==> src/prtx_pkg.sv <==
package prtx_pkg;

   localparam int DEPTH_DEFAULT = 32;

   typedef enum logic [1:0] {
      OP_STORE = 2'd0,
      OP_FETCH = 2'd1,
      OP_TICK  = 2'd2,
      OP_FAIL  = 2'd3
   } op_type;

   localparam logic [2:0] ACT_STORED    = 3'd0;
   localparam logic [2:0] ACT_DUPLICATE = 3'd1;
   localparam logic [2:0] ACT_FULL      = 3'd2;
   localparam logic [2:0] ACT_FETCHED   = 3'd3;
   localparam logic [2:0] ACT_NOT_FOUND = 3'd4;
   localparam logic [2:0] ACT_EXPIRED   = 3'd5;
   localparam logic [2:0] ACT_REQUEUE   = 3'd6;
   localparam logic [2:0] ACT_DROPPED   = 3'd7;

   typedef struct packed {
      op_type      op;
      logic [31:0] key;
      logic [31:0] saved_id;
      logic [15:0] request_tag;
      logic        has_deadline;
      logic [31:0] deadline;
      logic        routable;
      logic [31:0] now_time;
   } item_type;

   typedef struct packed {
      logic [31:0] key;
      logic [31:0] saved;
      logic [31:0] deadline;
      logic [31:0] age;
      logic [15:0] tag;
      logic        timed;
      logic        route;
   } entry_type;

endpackage

==> src/prtx_front.sv <==
module prtx_front (
   input  logic                clock,
   input  logic                reset,
   input  logic                req_valid,
   output logic                req_stall,
   input  logic [1:0]          req_op,
   input  logic [31:0]         req_key,
   input  logic [31:0]         req_saved_id,
   input  logic [15:0]         req_request_tag,
   input  logic                req_has_deadline,
   input  logic [31:0]         req_deadline,
   input  logic                req_routable,
   input  logic [31:0]         req_now_time,
   output logic                item_valid,
   output prtx_pkg::item_type  item,
   input  logic                item_pop
);

   logic [1:0]         count_ff;
   prtx_pkg::item_type slot0_ff;
   prtx_pkg::item_type slot1_ff;
   prtx_pkg::item_type new_item;
   logic               push;
   logic               pop;

   always_comb begin
      new_item.op           = prtx_pkg::op_type'(req_op);
      new_item.key          = req_key;
      new_item.saved_id     = req_saved_id;
      new_item.request_tag  = req_request_tag;
      new_item.has_deadline = req_has_deadline;
      new_item.deadline     = req_deadline;
      new_item.routable     = req_routable;
      new_item.now_time     = req_now_time;
   end

   assign req_stall  = (count_ff == 2'd2);
   assign push       = req_valid && !req_stall;
   assign pop        = item_pop && (count_ff != 2'd0);
   assign item_valid = (count_ff != 2'd0);
   assign item       = slot0_ff;

   always_ff @(posedge clock) begin
      if (reset) begin
         count_ff <= 2'd0;
      end else begin
         count_ff <= count_ff + {1'b0, push} - {1'b0, pop};
      end
   end

   always_ff @(posedge clock) begin
      if (pop) begin
         if (count_ff == 2'd2) begin
            slot0_ff <= slot1_ff;
         end else begin
            slot0_ff <= new_item;
         end
      end else if (push) begin
         if (count_ff == 2'd0) begin
            slot0_ff <= new_item;
         end else begin
            slot1_ff <= new_item;
         end
      end
   end

endmodule

==> src/prtx_engine.sv <==
module prtx_engine #(
   parameter int DEPTH = prtx_pkg::DEPTH_DEFAULT
) (
   input  logic               clock,
   input  logic               reset,
   input  logic               item_valid,
   input  prtx_pkg::item_type item,
   output logic               item_pop,
   output logic               rsp_valid,
   input  logic               rsp_stall,
   output logic [2:0]         rsp_action,
   output logic [15:0]        rsp_out_tag,
   output logic [31:0]        rsp_restored_id,
   output logic               rsp_last
);

   localparam int IW = $clog2(DEPTH);
   localparam int CW = $clog2(DEPTH + 1);

   typedef enum logic [2:0] {
      ST_IDLE = 3'b001,
      ST_SCAN = 3'b010,
      ST_EMIT = 3'b100
   } state_type;

   state_type           state_ff;
   prtx_pkg::item_type  cur_ff;
   prtx_pkg::entry_type mem [DEPTH];
   prtx_pkg::entry_type rd_ff;
   logic [IW-1:0]       rd_idx_ff;
   logic                rd_vld_ff;
   logic                rd_last_ff;
   logic [IW-1:0]       iss_cnt_ff;
   logic                iss_act_ff;
   logic [DEPTH-1:0]    valid_ff;
   logic [31:0]         age_ff;
   logic                best_ff;
   logic [IW-1:0]       best_idx_ff;
   prtx_pkg::entry_type best_ent_ff;
   logic [CW-1:0]       cnt_ff;
   logic                out_vld_ff;
   logic [2:0]          out_action_ff;
   logic [15:0]         out_tag_ff;
   logic [31:0]         out_id_ff;
   logic                out_last_ff;

   logic                qual;
   logic                better;
   logic                full;
   logic [IW-1:0]       free_idx;
   logic                out_free;
   logic                mem_we;
   logic                emit_go;
   prtx_pkg::entry_type mem_wd;

   assign item_pop = (state_ff == ST_IDLE) && item_valid;
   assign out_free = !out_vld_ff || !rsp_stall;
   assign full     = &valid_ff;
   // a result enters the output register this cycle
   assign emit_go  = (state_ff == ST_EMIT) && out_free &&
                     (best_ff || (cur_ff.op == prtx_pkg::OP_STORE) ||
                      (cur_ff.op == prtx_pkg::OP_FETCH));

   always_comb begin
      free_idx = '0;
      for (int i = DEPTH - 1; i >= 0; i--) begin
         if (!valid_ff[i]) begin
            free_idx = IW'(i);
         end
      end
   end

   // compare stage: one entry per cycle against the best seen so far
   always_comb begin
      qual   = 1'b0;
      better = 1'b0;
      unique case (cur_ff.op)
         prtx_pkg::OP_STORE, prtx_pkg::OP_FETCH: begin
            qual   = valid_ff[rd_idx_ff] && (rd_ff.key == cur_ff.key);
            better = !best_ff;
         end
         prtx_pkg::OP_TICK: begin
            qual   = valid_ff[rd_idx_ff] && rd_ff.timed && (rd_ff.deadline <= cur_ff.now_time);
            // newest first on equal deadlines
            better = !best_ff || (rd_ff.deadline < best_ent_ff.deadline) ||
                     ((rd_ff.deadline == best_ent_ff.deadline) &&
                      ((age_ff - rd_ff.age) < (age_ff - best_ent_ff.age)));
         end
         prtx_pkg::OP_FAIL: begin
            qual   = valid_ff[rd_idx_ff];
            better = !best_ff || (rd_ff.key < best_ent_ff.key);
         end
         default: begin
            qual   = 1'b0;
            better = 1'b0;
         end
      endcase
   end

   always_comb begin
      mem_we          = (state_ff == ST_EMIT) && out_free && (cur_ff.op == prtx_pkg::OP_STORE)
                        && !best_ff && !full;
      mem_wd.key      = cur_ff.key;
      mem_wd.saved    = cur_ff.saved_id;
      mem_wd.deadline = cur_ff.has_deadline ? cur_ff.deadline : 32'd0;
      mem_wd.age      = age_ff;
      mem_wd.tag      = cur_ff.request_tag;
      mem_wd.timed    = cur_ff.has_deadline;
      mem_wd.route    = cur_ff.routable;
   end

   always_ff @(posedge clock) begin
      if (mem_we) begin
         mem[free_idx] <= mem_wd;
      end
      rd_ff <= mem[iss_cnt_ff];
   end

   always_ff @(posedge clock) begin
      if (state_ff == ST_IDLE && item_valid) begin
         cur_ff <= item;
      end
      rd_idx_ff  <= iss_cnt_ff;
      rd_last_ff <= (iss_cnt_ff == IW'(DEPTH - 1));
      if (state_ff == ST_SCAN) begin
         if (rd_vld_ff && qual) begin
            cnt_ff <= cnt_ff + CW'(1);
            if (better) begin
               best_ff     <= 1'b1;
               best_idx_ff <= rd_idx_ff;
               best_ent_ff <= rd_ff;
            end
         end
      end else if (state_ff == ST_IDLE || out_free) begin
         // a stalled emit keeps its pick
         best_ff <= 1'b0;
         cnt_ff  <= '0;
      end
      if (state_ff == ST_EMIT && out_free) begin
         out_id_ff  <= 32'd0;
         out_last_ff <= 1'b1;
         unique case (cur_ff.op)
            prtx_pkg::OP_STORE: begin
               out_tag_ff    <= cur_ff.request_tag;
               out_action_ff <= best_ff ? prtx_pkg::ACT_DUPLICATE :
                                full    ? prtx_pkg::ACT_FULL : prtx_pkg::ACT_STORED;
            end
            prtx_pkg::OP_FETCH: begin
               out_action_ff <= best_ff ? prtx_pkg::ACT_FETCHED : prtx_pkg::ACT_NOT_FOUND;
               out_tag_ff    <= best_ff ? best_ent_ff.tag : 16'd0;
               out_id_ff     <= best_ff ? best_ent_ff.saved : 32'd0;
            end
            prtx_pkg::OP_TICK: begin
               out_action_ff <= prtx_pkg::ACT_EXPIRED;
               out_tag_ff    <= best_ent_ff.tag;
               out_last_ff   <= (cnt_ff == CW'(1));
            end
            prtx_pkg::OP_FAIL: begin
               out_action_ff <= best_ent_ff.route ? prtx_pkg::ACT_REQUEUE : prtx_pkg::ACT_DROPPED;
               out_tag_ff    <= best_ent_ff.tag;
               out_last_ff   <= (cnt_ff == CW'(1));
            end
            default: begin
               out_action_ff <= prtx_pkg::ACT_STORED;
               out_tag_ff    <= 16'd0;
            end
         endcase
      end
   end

   always_ff @(posedge clock) begin
      if (reset) begin
         state_ff   <= ST_IDLE;
         valid_ff   <= '0;
         age_ff     <= 32'd0;
         out_vld_ff <= 1'b0;
         iss_act_ff <= 1'b0;
         iss_cnt_ff <= '0;
         rd_vld_ff  <= 1'b0;
      end else begin
         out_vld_ff <= emit_go || (out_vld_ff && rsp_stall);
         rd_vld_ff <= iss_act_ff;
         if (iss_act_ff) begin
            iss_cnt_ff <= iss_cnt_ff + IW'(1);
            if (iss_cnt_ff == IW'(DEPTH - 1)) begin
               iss_act_ff <= 1'b0;
            end
         end
         unique case (state_ff)
            ST_IDLE: begin
               if (item_valid) begin
                  iss_cnt_ff <= '0;
                  iss_act_ff <= 1'b1;
                  state_ff   <= ST_SCAN;
               end
            end
            ST_SCAN: begin
               if (rd_vld_ff && rd_last_ff) begin
                  state_ff <= ST_EMIT;
               end
            end
            ST_EMIT: begin
               if (out_free) begin
                  unique case (cur_ff.op)
                     prtx_pkg::OP_STORE: begin
                        state_ff   <= ST_IDLE;
                        if (mem_we) begin
                           valid_ff[free_idx] <= 1'b1;
                           age_ff             <= age_ff + 32'd1;
                        end
                     end
                     prtx_pkg::OP_FETCH: begin
                        state_ff   <= ST_IDLE;
                        if (best_ff) begin
                           valid_ff[best_idx_ff] <= 1'b0;
                        end
                     end
                     prtx_pkg::OP_TICK, prtx_pkg::OP_FAIL: begin
                        if (best_ff) begin
                           valid_ff[best_idx_ff] <= 1'b0;
                           if (cnt_ff == CW'(1)) begin
                              state_ff <= ST_IDLE;
                           end else begin
                              // another pass for the next entry in order
                              iss_cnt_ff <= '0;
                              iss_act_ff <= 1'b1;
                              state_ff   <= ST_SCAN;
                           end
                        end else begin
                           state_ff <= ST_IDLE;
                        end
                     end
                     default: begin
                        state_ff <= ST_IDLE;
                     end
                  endcase
               end
            end
            default: begin
               state_ff <= ST_IDLE;
            end
         endcase
      end
   end

   assign rsp_valid       = out_vld_ff;
   assign rsp_action      = out_action_ff;
   assign rsp_out_tag     = out_tag_ff;
   assign rsp_restored_id = out_id_ff;
   assign rsp_last        = out_last_ff;

endmodule

==> src/pending_request_table_with_expiry_top.sv <==
// Pending request table: holds up to DEPTH outstanding requests keyed by a 32-bit id.
// A two-item input queue takes requests while the table engine works. Each pass of the
// engine reads the entry memory once per cycle through its single read port, walking
// every entry. Store and fetch take one pass. A tick or failover that reports n entries
// takes n passes (one pass when nothing is reported), since each pass picks the next
// entry in deadline or key order. A result sits in an output register, so the engine
// carries on while the consumer stalls, until the next result is ready.
module pending_request_table_with_expiry_top #(
   parameter int DEPTH = prtx_pkg::DEPTH_DEFAULT
) (
   input  logic        clock,
   input  logic        reset,
   input  logic        req_valid,
   output logic        req_stall,
   input  logic [1:0]  req_op,
   input  logic [31:0] req_key,
   input  logic [31:0] req_saved_id,
   input  logic [15:0] req_request_tag,
   input  logic        req_has_deadline,
   input  logic [31:0] req_deadline,
   input  logic        req_routable,
   input  logic [31:0] req_now_time,
   output logic        rsp_valid,
   input  logic        rsp_stall,
   output logic [2:0]  rsp_action,
   output logic [15:0] rsp_out_tag,
   output logic [31:0] rsp_restored_id,
   output logic        rsp_last
);

   logic               item_valid;
   logic               item_pop;
   prtx_pkg::item_type item;

   prtx_front u_front (
      .clock            (clock),
      .reset            (reset),
      .req_valid        (req_valid),
      .req_stall        (req_stall),
      .req_op           (req_op),
      .req_key          (req_key),
      .req_saved_id     (req_saved_id),
      .req_request_tag  (req_request_tag),
      .req_has_deadline (req_has_deadline),
      .req_deadline     (req_deadline),
      .req_routable     (req_routable),
      .req_now_time     (req_now_time),
      .item_valid       (item_valid),
      .item             (item),
      .item_pop         (item_pop)
   );

   prtx_engine #(
      .DEPTH (DEPTH)
   ) u_engine (
      .clock           (clock),
      .reset           (reset),
      .item_valid      (item_valid),
      .item            (item),
      .item_pop        (item_pop),
      .rsp_valid       (rsp_valid),
      .rsp_stall       (rsp_stall),
      .rsp_action      (rsp_action),
      .rsp_out_tag     (rsp_out_tag),
      .rsp_restored_id (rsp_restored_id),
      .rsp_last        (rsp_last)
   );

endmodule
==> config.mk <==
export PLATFORM = sky130hd
export DESIGN_NAME = pending_request_table_with_expiry_top
export DESIGN_NICKNAME = d
export VERILOG_FILES = /design/src/prtx_pkg.sv /design/src/prtx_front.sv /design/src/prtx_engine.sv /design/src/pending_request_table_with_expiry_top.sv
export SDC_FILE = /design/constraint.sdc
export NUM_CORES = 2
export LEC_CHECK = 0
export BUFFER_PORTS_ARGS = -buffer_cell sky130_fd_sc_hd__buf_2
export CORE_MARGIN = 8
export CORE_UTILIZATION = 55
export CTS_BUF_LIST = sky130_fd_sc_hd__clkbuf_8
export DETAILED_ROUTE_END_ITERATION = 8
export PLACE_DENSITY = 0.81
export SLEW_MARGIN = 20
export SYNTH_ARGS = -nofsm -noshare
export SYNTH_HDL_FRONTEND = slang
export SYNTH_MEMORY_MAX_BITS = 65536
export SYNTH_SLANG_ARGS = --single-unit
export TNS_END_PERCENT = 20
==> constraint.sdc <==
create_clock -name clock -period 12.1 [get_ports clock]
set_clock_uncertainty 0.2 [all_clocks]
set_input_delay 1.815 -clock clock [delete_from_list [all_inputs] [get_ports clock]]
set_output_delay 1.815 -clock clock [all_outputs]
set_load 0.02 [all_outputs]
### Yosys cells after proc, flatten, opt, wreduce, memory -nomap -nowiden

Memories as Yosys holds them, arrays and structs flattened. A register that Yosys moved wholly into a read port is not among the register bits.
Index checks and enable logic that the tools add are counted.

| cells by class | value |
|---|---|
| $add $sub $neg | 7 |
| $mul | 0 |
| div/mod/pow operators | 0 |
| magnitude comparators | 9 |
| equality and inequality tests | 18 |
| shift operators | 0 |
| multiplexer cells | 86 |
| bitwise logic cells | 5 |
| reduce and logical (&&, ||, !) cells | 49 |

Operators with widths:

| cell | count |
|---|---|
| two-way mux 148 bit | 4 |
| two-way mux 5 bit | 38 |
| < comparator 32 bit | 3 |
| two-way mux 32 bit | 3 |
| == test 32 bit | 2 |
| case mux 32 bit (2 select lines) | 1 |
| subtractor 32 bit | 2 |
| case mux 16 bit (3 select lines) | 1 |
| adder 32 x 1 -> 32 bit, second input constant | 1 |
| bitwise AND 32 bit | 1 |
| <= comparator 32 bit | 1 |
| NOT 32 bit | 1 |
| OR 32 bit | 1 |
| AND reduction 32 bit | 1 |
| < comparator 5 x 6 -> 1 bit, second input constant | 3 |
| two-way mux 6 bit | 3 |
| logical AND 1 bit | 17 |
| two-way mux 1 bit | 17 |
| two-way mux 16 bit | 1 |
| two-way mux 3 bit | 5 |
| case mux 3 bit (4 select lines) | 1 |
| AND reduction 3 bit | 4 |
| demux 1 bit (select 5 bit) | 2 |
| greater-or-equal comparator 5 x 1 -> 1 bit, second input constant | 2 |
| 29 further kinds | 59 |

| storage, ports and cells | value |
|---|---|
| bits in registers | 736 |
| bits in latches | 0 |
| bits in writable memories | 4672 |
| bits in read-only memories | 0 |
| input bits | 152 |
| output and inout port bits | 54 |
| logic and storage cells | 222 |
| memories kept | 1 |

Memories:

| name | depth | width | read ports | clocked after Yosys merged registers in | write ports | line | text |
|---|---|---|---|---|---|---|---|
| u_engine.mem | 32 | 146 | 1 | 1 | 1 | prtx_engine.sv:28 | `prtx_pkg::entry_type mem [DEPTH];` |

### Depth between registers and ports, before layout

| logic depth | value |
|---|---|
| word-level depth | 39 |
| gate-level depth with buffers | 20 |
| mapped depth without buffers | 20 |

### By module

A second synthesis with hierarchy kept.

| second synthesis, totals | value |
|---|---|
| cells, all modules | 9222 |
| area, all modules | 212645.2 um2 |

Modules (own cells, without submodules):

| module | times used | cells an instance | area each (um2) | seq. area each (um2) |
|---|---|---|---|---|
| prtx_engine | 1 | 8746 | 201757.3 | 155559.2 |
| prtx_front | 1 | 476 | 10887.9 | 8928.6 |

### Worst setup path after synthesis

No wires, ideal clock.

| timing | value |
|---|---|
| path type | register -> register |
| from | reg u_engine.age_ff[0] |
| to | reg u_engine.best_ent_ff[0] in the netlist's numbering (enable) |
| arrival | 11530 ps |
| data required time | 11151 ps |
| slack | -378 ps |
| cell stages (with the launch flop) | 20 |
| path buffers | 0 |
| period minus slack after synthesis | 12478 ps |
| path through | dfxtp_1 -> inv_1 -> ha_1 -> inv_1 -> fa_1 -> a21o_1 -> a211o_1 -> a2111o_1 -> a31oi_2 -> o21bai_2 -> o311a_4 -> a221oi_2 -> xnor2_1 -> ha_1 -> nand4_1 -> nor3_1 -> nand3_1 -> o311ai_0 -> a2bb2oi_1 -> a31oi_1 |

| on the way | value |
|---|---|
| longest elaborated chain between the ends | 6 |
| elaborated cells on any way between the ends | 7 |
| classes of those cells | 2 x add/sub; 1 x order compare; 1 x mux; 3 x reduce/logical |

Ends and longest elaborated chain:

| item | line | text |
|---|---|---|
| start: declaration | prtx_engine.sv:36 | `logic [31:0] age_ff;` |
| start signal: assignment | prtx_engine.sv:209 | `age_ff <= age_ff + 32'd1;` |
| subtractor 32 bit | prtx_engine.sv:87 | `((age_ff - rd_ff.age) < (age_ff - best_ent_ff.age)));` |
| < comparator 32 bit (*) | prtx_engine.sv:87 |  |
| logical AND 1 bit (*) | prtx_engine.sv:86 | `((rd_ff.deadline == best_ent_ff.deadline) &&` |
| logical OR 1 bit (*) | prtx_engine.sv:85 | `better = !best_ff \|\| (rd_ff.deadline < best_ent_ff.deadline) \|\|` |
| case mux 1 bit (3 select lines) (*) | prtx_engine.sv:77 | `unique case (cur_ff.op)` |
| AND reduction 3 bit (no line) (*) | n/a |  |
| end signal: assignment | prtx_engine.sv:131 | `best_ent_ff <= rd_ff;` |
| end: declaration | prtx_engine.sv:39 | `prtx_pkg::entry_type best_ent_ff;` |

Every way passes the cells marked *; elsewhere a longest branch is shown, timed or not.
A chain may end at the register's enable or synchronous reset.

### Worst setup path in the final report

| timing | value |
|---|---|
| from | reg u_engine.age_ff[0] |
| to | reg u_engine.best_ent_ff[23] in the netlist's numbering (enable) |

The elaborated chain is that of the path after synthesis.

==> summary.txt <==
Run status - finished, final reports clean
MaxCap Viol Count - 0
First DRT Iteration DRCs - 14300
Avg Cell Area, Syn - 23.2 µm²
WP data arrival - 8.19 ns
Async SR Flop Fraction - 0
CP max FO - 113
Die height - 637 µm
Hold Path Stages - 0
Largest area contributor in the netlist - edfxtp_1
Total grt overflow - 0
Vias in the first global route - 106000
Required time of the critical path - 12.78 ns
Hold Startpoint - u_front.item[13]$_DFFE_PP_
Initial Util - 0.551
Via count - 103000
TritonCTS Buffers - 803
Layer with the highest usage - met2
Antenna Nets Post-Route - 0
Sequential area share after synthesis - 0.775
Synth top area cells - edfxtp_1 (75%), mux4_2 (16%), dfxtp_1 (2.2%)
Routability cong. - 0.850
Worst setup path category - flip-flop to flip-flop
FF-to-FF Start - u_engine.age_ff[0]$_SDFFE_PP0P_
Hold Fails Final Rpt - 0
Drc violations - 0
Crit end category - flip-flop
Avg WL per Cell - 33.1 µm
Clock period minus final worst setup slack - 7.51 ns
GR Util met1 - 0.319
Peak Freq - 133 MHz
Critical path, cell by cell - inv_1 > ha_1 > inv_1 > fa_1 > a21o_1 > a211o_1 > a2111o_1 > a31oi_2 > o21bai_2 > o311a_4 > a221oi_2 > xnor2_1 > ha_1 > nand4_1 > nor3_1 > nand3_1 > o311ai_0 > a2bb2oi_1 > a31oi_4 > buf_12 > buf_4
Site row count - 228
Clock Sinks - 5554
PD cells - 190 nW/µm²
Post-CTS Resized - 0
Worst slew margin relative to its limit - 0.157
CP startpoint kind - flip-flop
Post-Synthesis Cells - 9167
Area share of the largest cell type after synthesis - 0.753
Worst-path clk slew - 0.06 ns
Die X - 637 µm
Commonest cells after routing, fill and taps aside - edfxtp_1 (5325), mux4_2 (1470), clkbuf_8 (887), inv_1 (469), mux2_2 (295)
Vias/cell - 6.55
Initial antenna violation count - 25
Full die area - 406000 µm²
R2R Path End - u_engine.best_ent_ff[23]$_DFFE_PP_
Root buf cell - clkbuf_8
Tcrit/Tclk final - 0.621
Worst skew pair latency - 1.25 ns
# nets final - 10400
Family with the most delay on the worst path - compound AO/OA/AOI/OAI gates
Flop2flop setup slack - 4.59 ns
HP Class - flip-flop to flip-flop
Pre-CTS setup slack - 4.49 ns
GR Util All Layers - 0.246
Actual slew at the worst max-slew pin - 1.26 ns
Yosys Warn Count - 0
Mapped Nets - 9516
Slowest-stage cell, CP - o311ai_0
Main synth FF type - edfxtp_1
Fin Setup TNS - 0 ns
Slowest stage delay, CP - 0.56 ns
Yosys reg bits - 5554
Core Footprint - 385000 µm²
Largest net degree at the start of global routing - 163
Area grow syn2layout - 11.3%
Detailed Place HPWL - 278000 µm
RSZ-0062 raised after global routing - false
R2R depth - 21
IR drop worst, VDD - 0.383 mV
Layout cells sized above 1 - 0.313
Leak Pwr - 0.0776 µW
Hold endpoint - u_engine.cur_ff[13]$_DFFE_PP_
Post-synthesis cell area - 212000 µm²
Number of enable flip-flop cells after synthesis - 5325
First-pass DRT Iterations - 6
Met2 Usage GRT - 0.412
CTS Buffer Depth - 4
Synth cell types - 76
First-pass GRT wire length - 733000 µm
Cts hold-fix bufs - 0
Final setup viols - 0
Post-CTS Setup Inserts - 0
Final wirelength - 523000 µm
Commonest non-fill, non-tap cell in the layout - edfxtp_1
Io pins - 206
WP buf/inv - 4
Final Worst Setup Slack - 4.59 ns
CTS tree - yes
I/O Buffers - 205
H-tree Lvls - 6
Final Max Slew Viols - 0
Grt met3 use - 0.0471
## cells by family after synthesis
logic type / count (synthesis) / synth area share
flip-flops: 5554 / 0.775
AO/OA/AOI/OAI: 410 / 0.0129
multiplexers: 1769 / 0.172
adder cells (fa/ha/maj): 197 / 0.0117
XOR/XNOR: 126 / 0.00520
AND/OR/NAND/NOR: 519 / 0.0126
buffers and inverters: 592 / 0.0107
## area by class of cell
cell class | count | area, µm²
repair buffers | 428 | 3230
multi-input cells | 3021 | 45800
inverters | 200 | 753
flip-flops and latches | 5554 | 165000
well taps | 5060 | 6330
fillers | 24100 | 149000
clock inverters | 594 | 3230
clock buffers | 887 | 12200
diodes | 27 | 67.6
## synth_stat cells (4+ instances only)
cell type / count
edfxtp_1: 5325
mux4_2: 1470
clkbuf_1: 327
mux2_2: 295
dfxtp_1: 229
inv_1: 200
ha_1: 195
nor2_1: 141
a21oi_1: 87
o21ai_0: 86
nand2_1: 82
xor2_1: 76
and2_1: 66
a21o_1: 58
xnor2_1: 50
nand4_1: 45
nand3_1: 40
buf_1: 34
buf_2: 31
nor3_1: 30
o22ai_1: 24
o21a_1: 21
nor2b_1: 20
o211ai_1: 19
a22o_1: 16
a31oi_1: 16
and3_1: 16
nand2b_1: 15
nor4_1: 14
or3_1: 13
a211oi_1: 9
and4_1: 8
nand3b_1: 8
o21bai_1: 8
o2bb2ai_1: 7
a21boi_0: 6
o2111ai_1: 6
or2_2: 6
a221oi_1: 4
mux2i_1: 4
or3b_2: 4
## metal layers
layer	share of wire	wire length [µm]	up-vias
met3	0.10	52500	1256
met4	0.048	25300	18
met1	0.35	183000	53900
met5	0.00021	108	-
met2	0.50	262000	7505
li1	-	-	40600
## how the worst max path moves through the flow
| stage | start | end | slack [ns] | cells past startpoint |
|---|---|---|---|---|
| 2_1_floorplan | u_engine.state_ff[1]$_SDFFE_PP0P_ | u_front.item[0]$_DFFE_PP_ | 1.29 | 4 |
| 3_3_place_gp | u_engine.age_ff[0]$_SDFFE_PP0P_ | u_engine.best_ent_ff[39]$_DFFE_PP_ | 4.58 | 21 |
| 3_5_place_dp | u_engine.age_ff[0]$_SDFFE_PP0P_ | u_engine.best_ent_ff[37]$_DFFE_PP_ | 4.49 | 21 |
| 4_1_cts | u_engine.age_ff[0]$_SDFFE_PP0P_ | u_engine.best_ent_ff[25]$_DFFE_PP_ | 4.42 | 21 |
| 5_1_grt | u_engine.age_ff[0]$_SDFFE_PP0P_ | u_engine.best_ent_ff[23]$_DFFE_PP_ | 4.29 | 21 |
| 6_report | u_engine.age_ff[0]$_SDFFE_PP0P_ | u_engine.best_ent_ff[23]$_DFFE_PP_ | 4.59 | 21 |
## through the flow
| stage | util | hold WS [ns] | cells | area (µm²) | total power [µW] |
|---|---|---|---|---|---|
| 2_1_floorplan | - | 0.129 | 9167 | 212000 | 28700 |
| 3_3_place_gp | 0.573 | 0.188 | 14300 | 220000 | 30700 |
| 3_5_place_dp | 0.573 | 0.189 | 14300 | 220000 | 31000 |
| 4_1_cts | 0.613 | 0.201 | 15700 | 236000 | 45000 |
| 5_1_grt | 0.614 | 0.197 | 15800 | 236000 | 46300 |
| 6_report | 0.614 | 0.199 | 15800 | 236000 | 44900 |
## worst reg2reg max path: stages, from the launching register on
cell and delay [ns]:
dfxtp_2 0.52, inv_1 0.17, ha_1 0.20, inv_1 0.07, fa_1 0.40, a21o_1 0.19
a211o_1 0.32, a2111o_1 0.45, a31oi_2 0.33, o21bai_2 0.17, o311a_4 0.41, a221oi_2 0.29
xnor2_1 0.11, ha_1 0.29, nand4_1 0.15, nor3_1 0.43, nand3_1 0.11, o311ai_0 0.56
a2bb2oi_1 0.50, a31oi_4 0.15, buf_12 0.29, buf_4 0.81
## power by group
part | switching, µW | internal [µW]
Sequential | 1130 | 23400
Combinational | 3440 | 2690
Clock | 7180 | 7120
## registers in the layout, indices dropped and copies added (netlist names), 2 cells and up
register                  cells
u_engine.age_ff              32
u_engine.cur_ff             148
u_front.item                148
u_engine.rsp_restored_id     32
u_engine.rd_idx_ff            5
u_engine.iss_cnt_ff           5
u_engine.best_ent_ff        145
u_engine.cnt_ff               6
u_engine.mem               4672
u_front.slot1_ff            148
u_engine.state_ff             3
u_front.count_ff              2
u_engine.valid_ff            32
u_engine.rsp_out_tag         16
u_engine.rsp_action           3
u_engine.best_idx_ff          5
u_engine.rd_ff              146
Power figures use the tool's default switching activity.
